### src/design/utcb_pkg.sv
// shared constants, descriptor kind codes and controller/datapath link types
package utcb_pkg;

  // descriptor pool geometry
  localparam int POOL_SLOTS = 32;
  localparam int SLOT_BYTES = 32;
  localparam int MAX_CHAIN  = 32;

  // packet ids
  localparam logic [7:0] PID_IN    = 8'h69;
  localparam logic [7:0] PID_OUT   = 8'he1;
  localparam logic [7:0] PID_SETUP = 8'h2d;

  // status word fields
  localparam logic [31:0] STATUS_BASE = (32'd3 << 27) | (32'd1 << 23);
  localparam logic [31:0] STATUS_LS   = 32'd1 << 26;

  // link word marks
  localparam logic [3:0]  LINK_DEPTH = 4'b0100;
  localparam logic [31:0] LINK_TERM  = 32'd1;

  // kind of descriptor loaded into the output register
  localparam logic [2:0] KIND_SETUP  = 3'd0;
  localparam logic [2:0] KIND_DATA   = 3'd1;
  localparam logic [2:0] KIND_STATUS = 3'd2;
  localparam logic [2:0] KIND_INTR   = 3'd3;
  localparam logic [2:0] KIND_ERR    = 3'd4;

  typedef struct packed {
    logic       load;
    logic       count_step;
    logic       start_emit;
    logic       emit;
    logic [2:0] kind;
  } utcb_cmd_t;

  typedef struct packed {
    logic rem_zero;
    logic count_full;
    logic is_intr;
    logic fit;
    logic out_free;
  } utcb_stat_t;

endpackage

### src/design/utcb_dp.sv
// datapath: request registers, length walker, slot counter and output register
module utcb_dp import utcb_pkg::*; (
  input  logic        clk,
  input  logic        rst,
  input  utcb_cmd_t   cmd,
  output utcb_stat_t  stat,
  input  logic [6:0]  max_packet,
  input  logic [31:0] td_pool_base,
  input  logic        mode,
  input  logic        low_speed,
  input  logic [6:0]  dev_addr,
  input  logic [3:0]  endpoint,
  input  logic        initial_toggle,
  input  logic        dir_in,
  input  logic [11:0] length,
  input  logic [31:0] setup_addr,
  input  logic [31:0] data_addr,
  input  logic [4:0]  first_slot,
  input  logic        out_ready,
  output logic        out_valid,
  output logic [4:0]  td_slot,
  output logic [31:0] link_word,
  output logic [31:0] status_word,
  output logic [31:0] token_word,
  output logic [31:0] buffer_word,
  output logic        pool_error,
  output logic        last
);

  logic        r_mode;
  logic        r_ls;
  logic [6:0]  r_dev;
  logic [3:0]  r_endp;
  logic        r_tog0;
  logic        r_dir;
  logic [11:0] r_len;
  logic [31:0] r_setup;
  logic [31:0] r_data;
  logic [4:0]  r_first;

  logic [11:0] rem;
  logic [11:0] off;
  logic [5:0]  n;
  logic [5:0]  slot;
  logic        tog;

  logic [6:0]  mp;
  logic [11:0] sz;
  logic [6:0]  cnt;
  logic [31:0] next_addr;

  // per-kind field selection
  logic        f_tog;
  logic [3:0]  f_endp;
  logic [7:0]  f_pid;
  logic [11:0] f_len;
  logic [11:0] f_len_m1;
  logic [31:0] f_buf;
  logic        f_last;
  logic        f_err;

  assign mp = (max_packet == 7'd0) ? 7'd1 : max_packet;
  assign sz = (rem > {5'd0, mp}) ? {5'd0, mp} : rem;
  assign cnt = r_mode ? 7'd1 : ({1'b0, n} + 7'd2);
  assign next_addr = td_pool_base + ({26'd0, slot} + 32'd1) * 32'(SLOT_BYTES);

  assign stat.rem_zero   = (rem == 12'd0);
  assign stat.count_full = (n == 6'(MAX_CHAIN - 1));
  assign stat.is_intr    = r_mode;
  assign stat.fit        = (cnt <= 7'(MAX_CHAIN)) &&
                           (({3'd0, r_first} + {1'b0, cnt}) <= 8'(POOL_SLOTS));
  assign stat.out_free   = !out_valid || out_ready;

  always_comb begin
    f_tog  = 1'b0;
    f_endp = 4'd0;
    f_pid  = PID_SETUP;
    f_len  = 12'd8;
    f_buf  = r_setup;
    f_last = 1'b0;
    f_err  = 1'b0;
    case (cmd.kind)
      KIND_SETUP: begin
      end
      KIND_DATA: begin
        f_tog = ~tog;
        f_pid = r_dir ? PID_IN : PID_OUT;
        f_len = sz;
        f_buf = r_data + {20'd0, off};
      end
      KIND_STATUS: begin
        f_tog  = 1'b1;
        f_pid  = r_dir ? PID_OUT : PID_IN;
        f_len  = 12'd0;
        f_buf  = 32'd0;
        f_last = 1'b1;
      end
      KIND_INTR: begin
        f_tog  = r_tog0;
        f_endp = r_endp;
        f_pid  = PID_IN;
        f_len  = r_len;
        f_buf  = r_data;
        f_last = 1'b1;
      end
      default: begin
        f_last = 1'b1;
        f_err  = 1'b1;
      end
    endcase
  end

  assign f_len_m1 = f_len - 12'd1;

  // request capture, length walk, and slot / offset / toggle advance per emitted descriptor
  always_ff @(posedge clk) begin
    if (cmd.load) begin
      r_mode  <= mode;
      r_ls    <= low_speed;
      r_dev   <= dev_addr;
      r_endp  <= endpoint;
      r_tog0  <= initial_toggle;
      r_dir   <= dir_in;
      r_len   <= length;
      r_setup <= setup_addr;
      r_data  <= data_addr;
      r_first <= first_slot;
      rem     <= length;
      n       <= 6'd0;
    end else if (cmd.count_step) begin
      rem <= rem - sz;
      n   <= n + 6'd1;
    end else if (cmd.start_emit) begin
      rem  <= r_len;
      off  <= 12'd0;
      slot <= {1'b0, r_first};
      tog  <= 1'b0;
    end else if (cmd.emit) begin
      slot <= slot + 6'd1;
      if (cmd.kind == KIND_DATA) begin
        rem <= rem - sz;
        off <= off + sz;
        tog <= ~tog;
      end
    end
  end

  // output register
  always_ff @(posedge clk) begin
    if (rst) begin
      out_valid <= 1'b0;
    end else if (cmd.emit) begin
      out_valid <= 1'b1;
    end else if (out_ready) begin
      out_valid <= 1'b0;
    end
  end

  always_ff @(posedge clk) begin
    if (cmd.emit) begin
      td_slot    <= slot[4:0];
      pool_error <= f_err;
      last       <= f_last;
      if (f_err) begin
        link_word   <= 32'd0;
        status_word <= 32'd0;
        token_word  <= 32'd0;
        buffer_word <= 32'd0;
      end else begin
        link_word   <= f_last ? LINK_TERM : {next_addr[31:4], LINK_DEPTH};
        status_word <= STATUS_BASE | (r_ls ? STATUS_LS : 32'd0);
        token_word  <= {f_len_m1[10:0], 1'b0, f_tog, f_endp, r_dev[6:0], f_pid};
        buffer_word <= f_buf;
      end
    end
  end

endmodule

### src/design/utcb_ctrl.sv
// controller: sequences count, fit check and descriptor emission
module utcb_ctrl import utcb_pkg::*; (
  input  logic       clk,
  input  logic       rst,
  input  logic       in_valid,
  output logic       in_ready,
  input  utcb_stat_t stat,
  output utcb_cmd_t  cmd
);

  localparam logic [2:0] S_IDLE  = 3'd0;
  localparam logic [2:0] S_COUNT = 3'd1;
  localparam logic [2:0] S_SETUP = 3'd2;
  localparam logic [2:0] S_DATA  = 3'd3;
  localparam logic [2:0] S_INTR  = 3'd4;
  localparam logic [2:0] S_ERR   = 3'd5;

  logic [2:0] state;
  logic [2:0] state_next;

  assign in_ready = (state == S_IDLE);

  always_comb begin
    state_next     = state;
    cmd.load       = 1'b0;
    cmd.count_step = 1'b0;
    cmd.start_emit = 1'b0;
    cmd.emit       = 1'b0;
    cmd.kind       = KIND_SETUP;
    case (state)
      S_IDLE: begin
        if (in_valid) begin
          cmd.load   = 1'b1;
          state_next = S_COUNT;
        end
      end
      S_COUNT: begin
        if (stat.is_intr || stat.rem_zero || stat.count_full) begin
          cmd.start_emit = 1'b1;
          if (!stat.fit) begin
            state_next = S_ERR;
          end else if (stat.is_intr) begin
            state_next = S_INTR;
          end else begin
            state_next = S_SETUP;
          end
        end else begin
          cmd.count_step = 1'b1;
        end
      end
      S_SETUP: begin
        cmd.kind = KIND_SETUP;
        if (stat.out_free) begin
          cmd.emit   = 1'b1;
          state_next = S_DATA;
        end
      end
      S_DATA: begin
        cmd.kind = stat.rem_zero ? KIND_STATUS : KIND_DATA;
        if (stat.out_free) begin
          cmd.emit = 1'b1;
          if (stat.rem_zero) begin
            state_next = S_IDLE;
          end
        end
      end
      S_INTR: begin
        cmd.kind = KIND_INTR;
        if (stat.out_free) begin
          cmd.emit   = 1'b1;
          state_next = S_IDLE;
        end
      end
      S_ERR: begin
        cmd.kind = KIND_ERR;
        if (stat.out_free) begin
          cmd.emit   = 1'b1;
          state_next = S_IDLE;
        end
      end
      default: begin
        state_next = S_IDLE;
      end
    endcase
  end

  always_ff @(posedge clk) begin
    if (rst) begin
      state <= S_IDLE;
    end else begin
      state <= state_next;
    end
  end

endmodule

### src/design/usb_td_chain_builder_unit.sv
// top level: apb register file, controller and datapath of the td chain builder
// sequence: request beat, then a length walk that counts the data tds (control requests),
// then the descriptor beats, one beat per cycle while out_ready is held; a new request is
// taken only once the last beat of the previous one has been emitted
// reset: synchronous, clears the controller and output valid; max_packet 8, pool base 0
module usb_td_chain_builder_unit import utcb_pkg::*; (
  input  logic        clk,
  input  logic        rst,
  // apb configuration port
  input  logic        psel,
  input  logic        penable,
  input  logic        pwrite,
  input  logic [2:0]  paddr,
  input  logic [31:0] pwdata,
  output logic [31:0] prdata,
  output logic        pready,
  // request channel
  input  logic        in_valid,
  output logic        in_ready,
  input  logic        mode,
  input  logic        low_speed,
  input  logic [6:0]  dev_addr,
  input  logic [3:0]  endpoint,
  input  logic        initial_toggle,
  input  logic        dir_in,
  input  logic [11:0] length,
  input  logic [31:0] setup_addr,
  input  logic [31:0] data_addr,
  input  logic [4:0]  first_slot,
  // descriptor channel
  output logic        out_valid,
  input  logic        out_ready,
  output logic [4:0]  td_slot,
  output logic [31:0] link_word,
  output logic [31:0] status_word,
  output logic [31:0] token_word,
  output logic [31:0] buffer_word,
  output logic        pool_error,
  output logic        last
);

  // configuration registers, paddr[2] picks the register
  logic [6:0]  max_packet;
  logic [31:0] td_pool_base;

  utcb_cmd_t  cmd;
  utcb_stat_t stat;

  assign pready = 1'b1;
  assign prdata = paddr[2] ? td_pool_base : {25'd0, max_packet};

  // write lands on the access phase
  always_ff @(posedge clk) begin
    if (rst) begin
      max_packet   <= 7'd8;
      td_pool_base <= 32'd0;
    end else if (psel && penable && pwrite && pready) begin
      if (paddr[2]) begin
        td_pool_base <= pwdata;
      end else begin
        max_packet <= pwdata[6:0];
      end
    end
  end

  // state machine: idle, length walk, then setup / data / status, the single interrupt td or an error beat
  utcb_ctrl u_ctrl (
    .clk      (clk),
    .rst      (rst),
    .in_valid (in_valid),
    .in_ready (in_ready),
    .stat     (stat),
    .cmd      (cmd)
  );

  // request registers, chunk walker, descriptor assembly and output beat register
  utcb_dp u_dp (
    .clk            (clk),
    .rst            (rst),
    .cmd            (cmd),
    .stat           (stat),
    .max_packet     (max_packet),
    .td_pool_base   (td_pool_base),
    .mode           (mode),
    .low_speed      (low_speed),
    .dev_addr       (dev_addr),
    .endpoint       (endpoint),
    .initial_toggle (initial_toggle),
    .dir_in         (dir_in),
    .length         (length),
    .setup_addr     (setup_addr),
    .data_addr      (data_addr),
    .first_slot     (first_slot),
    .out_ready      (out_ready),
    .out_valid      (out_valid),
    .td_slot        (td_slot),
    .link_word      (link_word),
    .status_word    (status_word),
    .token_word     (token_word),
    .buffer_word    (buffer_word),
    .pool_error     (pool_error),
    .last           (last)
  );

  // in_ready drops in the cycle after a request beat is taken, while the walk runs
  assert property (@(posedge clk) disable iff (rst)
    (in_valid && in_ready) |=> !in_ready)
    else $error("request accepted on back-to-back cycles");

  // an error beat ends the request and carries no descriptor
  assert property (@(posedge clk) disable iff (rst)
    (out_valid && pool_error) |-> (last && link_word == 32'd0 && token_word == 32'd0))
    else $error("error beat malformed");

  // every descriptor but the last links depth first to the next one
  assert property (@(posedge clk) disable iff (rst)
    (out_valid && !last) |-> (link_word[2] && !link_word[0] && !pool_error))
    else $error("inner descriptor link malformed");

  // descriptors are only loaded when the output register can take them
  assert property (@(posedge clk) disable iff (rst)
    cmd.emit |-> (!out_valid || out_ready))
    else $error("descriptor beat overwritten");

endmodule

### config.mk
export PLATFORM = sky130hd
export DESIGN_NAME = usb_td_chain_builder_unit
export DESIGN_NICKNAME = d
export VERILOG_FILES = /design/src/design/utcb_pkg.sv /design/src/design/utcb_dp.sv /design/src/design/utcb_ctrl.sv /design/src/design/usb_td_chain_builder_unit.sv
export SDC_FILE = /design/constraint.sdc
export NUM_CORES = 1
export LEC_CHECK = 0
export ABC_AREA = 1
export BUFFER_PORTS_ARGS = -buffer_cell sky130_fd_sc_hd__buf_2
export CORE_ASPECT_RATIO = 1.2
export CORE_MARGIN = 8
export CORE_UTILIZATION = 50
export DETAILED_ROUTE_END_ITERATION = 16
export PLACE_DENSITY = 0.88
export SLEW_MARGIN = 0
export SYNTH_ARGS = -nofsm -noshare
export SYNTH_HDL_FRONTEND = slang
export SYNTH_SLANG_ARGS = --single-unit
### constraint.sdc
create_clock -name clk -period 3.7 [get_ports clk]
set_input_delay 0.555 -clock clk [delete_from_list [all_inputs] [get_ports clk]]
set_output_delay 0.555 -clock clk [all_outputs]
set_load 0.01 [all_outputs]
After elaboration in Yosys (flattened, before gate mapping). Index checks and enable logic that the tools add are counted.

Register bits: 311. Bits in latches: 0. RAM bits: 0. Bits in read-only memories: 0. Input port bits: 138. Output and inout port bits: 170. Logic and storage cells: 135. Memories kept: 0.

Add/sub/neg operators: 10. Multipliers: 0. Divide/modulo/power cells: 0. Magnitude comparators: 3. Equal/unequal tests: 15. Shifts and indexed selects: 0. Multiplexer cells: 45. Bitwise logic cells: 4. Reduce and logical (&&, ||, !) cells: 27.

Operators by type and width (count): two-way mux 12 bit (8); one-hot mux 32 bit (3 select lines) (1); adder 32 x 12 -> 32 bit (2); one-hot mux 11 bit (3 select lines) (1); two-way mux 32 bit (1); two-way mux 29 bit (1); two-way mux 27 bit (1); two-way mux 3 bit (9); one-hot mux 8 bit (3 select lines) (1); two-way mux 8 bit (2); one-hot mux 4 bit (4 select lines) (1); one-hot mux 3 bit (5 select lines) (1); two-way mux 7 bit (2); adder 12 bit (1); adder 6 x 1 -> 6 bit (second input constant) (2); == test 3 x 2 -> 1 bit (second input constant) (4); > comparator 12 x 7 -> 1 bit (1); zero test 12 bit (1); subtractor 12 bit (1); two-way mux 1 bit (11); subtractor 11 x 1 -> 11 bit (second input constant) (1); AND reduction 2 bit (5); adder 5 x 7 -> 8 bit (1); <= comparator 8 x 6 -> 1 bit (second input constant) (1); other kinds (25) (44).

Logic depth before layout (Yosys ltp).
Word-level depth: 10. Mapped depth: 26. Mapped depth without buffers: 26.

Modules after synthesis. From an unflattened synthesis, not the netlist that was laid out.

Cells, all modules: 1686. Area, all modules: 14903.0 µm².

Modules (own cells, without submodules): utcb_dp (instances 1, cells an instance 1301, area each 12525.8 µm²); usb_td_chain_builder_unit (instances 1, cells an instance 326, area each 2030.7 µm²); utcb_ctrl (instances 1, cells an instance 59, area each 346.6 µm²).

Worst setup path after synthesis. No wires, ideal clock.

Kind: reg2reg. Start: register u_ctrl.state[0]. End: register u_dp.r_data[0] (enable). Data arrival time: 3615 ps. Data required time: 3202 ps. Path slack: -413 ps. Stages on the path, launching flop included: 7. Buffers on the path: 1. Path through: dfxtp_1 -> nor2_1 -> nand2_1 -> inv_1 -> nand2_1 -> inv_1 -> clkbuf_1.

RTL lines: start: declaration (RTL line utcb_ctrl.sv:18) `logic [2:0] state;`; start signal: assignment (RTL line utcb_ctrl.sv:91) `state <= state_next;`; end signal: assignment (RTL line utcb_dp.sv:126) `r_data <= data_addr;`; end: declaration (RTL line utcb_dp.sv:38) `logic [31:0] r_data;`.

Worst setup path after layout.
Start: register u_dp.rem[5]. End: register u_dp.rem[10], data pin.

Word-level cells in the longest chain between the ends: 8. Elaborated cells between the ends (all ways): 14.

Ends and longest elaborated chain: start: declaration (RTL line utcb_dp.sv:41) `logic [11:0] rem;`; start signal: assignment (RTL line utcb_dp.sv:128) `rem <= length;`; start signal: assignment (RTL line utcb_dp.sv:131) `rem <= rem - sz;`; start signal: assignment (RTL line utcb_dp.sv:134) `rem <= r_len;`; > comparator 12 x 7 -> 1 bit or zero test 12 bit (tied branches) (RTL line utcb_dp.sv:63, utcb_dp.sv:67); two-way mux 12 bit or logical OR 1 bit (tied branches) (RTL line utcb_dp.sv:63, utcb_ctrl.sv:38); subtractor 12 bit or logical OR 1 bit (tied branches) (RTL line utcb_dp.sv:131, utcb_dp.sv:141, utcb_ctrl.sv:38); two-way mux 12 bit or two-way mux 1 bit (tied branches) (RTL line utcb_dp.sv:140, utcb_ctrl.sv:38); two-way mux 12 bit or two-way mux 2 bit (tied branches) (RTL line utcb_dp.sv:138, utcb_ctrl.sv:30); two-way mux 12 bit (RTL line utcb_dp.sv:133) `end else if (cmd.start_emit) begin`; two-way mux 12 bit * (RTL line utcb_dp.sv:130) `end else if (cmd.count_step) begin`; two-way mux 12 bit * (RTL line utcb_dp.sv:117) `if (cmd.load) begin`.

Mark *: on every way between the ends. The rest lies on a longest branch, timed or not. The select of a mux whose other input is x is not followed. A chain may end at the register's enable or synchronous reset.

==> impl_metrics.toml <==
[run_status]
outcome = "finished clean"

[grt]
grt_overflow = 0
grt.total_usage = 0.2179
grt_max_degree = 101
grt_pass1_wl_mm = 60.69
antenna_found_initial = 10
grt_pass1_vias = 12040

[sta]
tns_ns = 0
slew_headroom = 0.2253
setup_ws_ns = 0.2965
drv_slew = 0
setup_violations = 0
final.setup_skew_ns = 0.01358
hold_viol = 0
timing.final.crit_share = 0.9199
min_period_ns = 3.403
max_freq_mhz = 293.8
tightestPinTransition_ns = 1.161

[pwr]
switching_share = 0.3572
ir_drop_uv = 450.0
seqPwrFrac = 0.423
power_switching_mw = 4.102
power.leakage_nw = 7.708
intPower_mw = 7.382
finalPower_mw = 11.48
combPwrFrac = 0.332
power_density_nw_per_um2 = 679.0
p_clk_frac = 0.245

[placed_design]
pre_cts_ws_ns = 0.005335
globalplace.congestion = 0.9635
io_buffers = 271
dp.cells = 2180
dp_hpwl_mm = 29.31

[setup_path]
crit_end = "u_dp.rem[10]"
cp.required_ns = 4.01
rrSetupSlack_ns = 0.30
rr_endpoint = "u_dp.rem[10]"
startpoint = "u_dp.rem[5]"
start_kind = "flop"
endpoint_kind = "flop"
arrival_ns = 3.71
r2r_cells = 19
critical_path_class = "flop to flop"
crit_path_max_fanout = 8
r2r_start = "u_dp.rem[5]"

[clock_tree]
clock_sinks = 275
cts_made_buffers = 27
cts.htree.levels = 1
cts_buffer_depth = 3
clk_root_buffer_cell = "clkbuf_16"
cts_tree = "done"
clk_pin_slew_ns = 0.07
clock_latency_ns = 0.55

[synth]
yosysSeqAreaShare = 0.5441
netlist_area_um2 = 14280
synthCells = 1550
synth.avg_cell_area_um2 = 9.210
synth_async_sr_flop_share = 0
synth_cell_types = 53
yosys_warnings = 0
synth_edf_count = 226
ys_ff_latch = 275
synthFlopType = "edfxtp_1"

[die]
rows = 67
die_h_um = 201.1
num_io_pins = 308
dieWidth_um = 170.3
initial_utilization = 0.5099
design.core.area_um2 = 28000
fp.dieArea_um2 = 34240

[layout]
final_cell_mix = "nand2_1, buf_2, edfxtp_1, inv_1, nor2_1"
final_common_cell = "nand2_1"
instances_no_fill = 2235
layout-drive-gt1-share = 0.2057
syn_to_final_growth_pct = 18.47
nNetsFinal = 2028

[detailed_routing]
drc = 0
detail-route-antenna-nets = 0
routedWlPerCell_um = 17.51
first_pass_iters = 5
drt-initial-drc-count = 1206
via_per_inst = 5.383
totalWireLength_mm = 39.12
via_count = 12030

[hold_path]
hold_class = "input port to flop"
hold_start = "setup_addr[31]"

[run]
drv_cap = 0
## cell usage after synthesis (3+ instances only)
master,n,share of area
xnor2_1,13,0.0080
a22oi_1,11,0.0058
a31oi_1,7,0.0031
o21ai_1,5,0.0018
o21ai_0,113,0.040
a21o_1,3,0.0016
a21boi_0,3,0.0016
nor3_1,24,0.0084
buf_4,37,0.019
nor2_2,13,0.0057
inv_2,4,0.0011
fa_1,5,0.0070
nand4_1,20,0.0088
or2_2,6,0.0026
nor4_1,5,0.0022
o211ai_1,19,0.010
clkbuf_1,25,0.0066
xor2_1,17,0.010
inv_1,199,0.052
nand3b_1,5,0.0026
ha_1,53,0.046
nor2_1,131,0.034
dfxtp_1,49,0.069
buf_2,9,0.0032
nand3_1,83,0.029
nand3_2,3,0.0021
o31ai_1,3,0.0016
edfxtp_1,226,0.48
nand2_2,7,0.0031
a21oi_1,91,0.032
nand2_1,329,0.087
## per-layer routing
layer / share of wire / up-vias / track usage
met5: 0.0019 / - / 0
met4: 0.047 / 12 / 0.1073
met3: 0.095 / 127 / 0.05347
met2: 0.50 / 651 / 0.3883
met1: 0.36 / 5505 / 0.2362
li1: - / 5737 / -
## final cells by class
| type | count | area [um^2] |
|---|---|---|
| clock buffer | 32 | 694.4 |
| multi-input combinational | 1032 | 5455 |
| tap | 379 | 474.2 |
| clock inverter | 17 | 205.2 |
| fill | 2246 | 11090 |
| sequential | 275 | 7767 |
| antenna | 4 | 10.01 |
| timing repair buffer | 291 | 1531 |
| inverter | 205 | 774.5 |
## logic make-up after synthesis
logic type	after synthesis	synth area share
simple gates	640	0.1955
buf+inv	279	0.08440
flops	275	0.5441
compound gates	266	0.1036
fa+ha+maj	58	0.05346
xor+xnor	30	0.01840
other cells	2	0.0005261
## worst max-delay path: stages, from the launching register on
cell and delay (ns):
edfxtp_1 0.45, ha_1 0.34, nand4_1 0.13, nor2_1 0.13, nand2_1 0.09, nand2_4 0.11, nand3b_1 0.11, and2_1 0.20
ha_1 0.21, fa_2 0.37, o21ai_2 0.17, a21oi_1 0.11, o21bai_1 0.21, nand2_1 0.12, nand3_2 0.10, nor2_1 0.05
nand2_1 0.06, nand3_1 0.06, nand2_1 0.08, nand2_1 0.04
## sequential cells by signal, summed over array words and instances, names as in the netlist, 2 cells and up
| name | flops |
|---|---|
| max_packet | 7 |
| td_pool_base | 32 |
| u_ctrl.state | 3 |
| u_dp.buffer_word | 32 |
| u_dp.link_word | 30 |
| u_dp.n | 6 |
| u_dp.off | 12 |
| u_dp.r_data | 32 |
| u_dp.r_dev | 7 |
| u_dp.r_endp | 4 |
| u_dp.r_first | 5 |
| u_dp.r_len | 12 |
| u_dp.r_setup | 32 |
| u_dp.rem | 12 |
| u_dp.slot | 6 |
| u_dp.status_word | 2 |
| u_dp.td_slot | 5 |
| u_dp.token_word | 28 |
## power groups by stage
stage                     registers [mW]  logic [mW]  clock network (mW)
after floorplan                     4.98        2.43                   0
after global placement              4.87        3.54                   0
after detailed placement            4.90        3.70                   0
after CTS                           4.85        3.74                2.85
after global routing                4.92        4.25                2.97
final                               4.86        3.81                2.81
## per-stage QoR
step           area, um^2  hold WS (ns)  utilization
6_report            16910        0.1734       0.6040
5_1_grt             16910        0.1502       0.6039
4_1_cts             16870        0.1491       0.6026
3_5_place_dp        15970        0.4739       0.5705
3_3_place_gp        15970        0.4624       0.5705
2_1_floorplan       14410        0.4445            -
## what timing repair did
action | in CTS | in global routing
setup buffers | 0 | 2
endpoints found under the setup margin | 1 | 2
endpoints found under the hold margin | 0 | 0
hold buffers | 0 | 0
resized for setup | 1 | 5
pin swaps | 0 | 4
## worst min-delay path by stage
stage	end	slack [ns]	depth (start not counted)
CTS	u_dp.r_setup[31]	0.15	1
global placement	max_packet[0]	0.46	2
floorplan	max_packet[0]	0.44	2
detailed placement	max_packet[0]	0.47	2
global route	u_dp.r_data[15]	0.15	1
finish	u_dp.r_setup[31]	0.17	1
(Power assumes the default switching activity.)
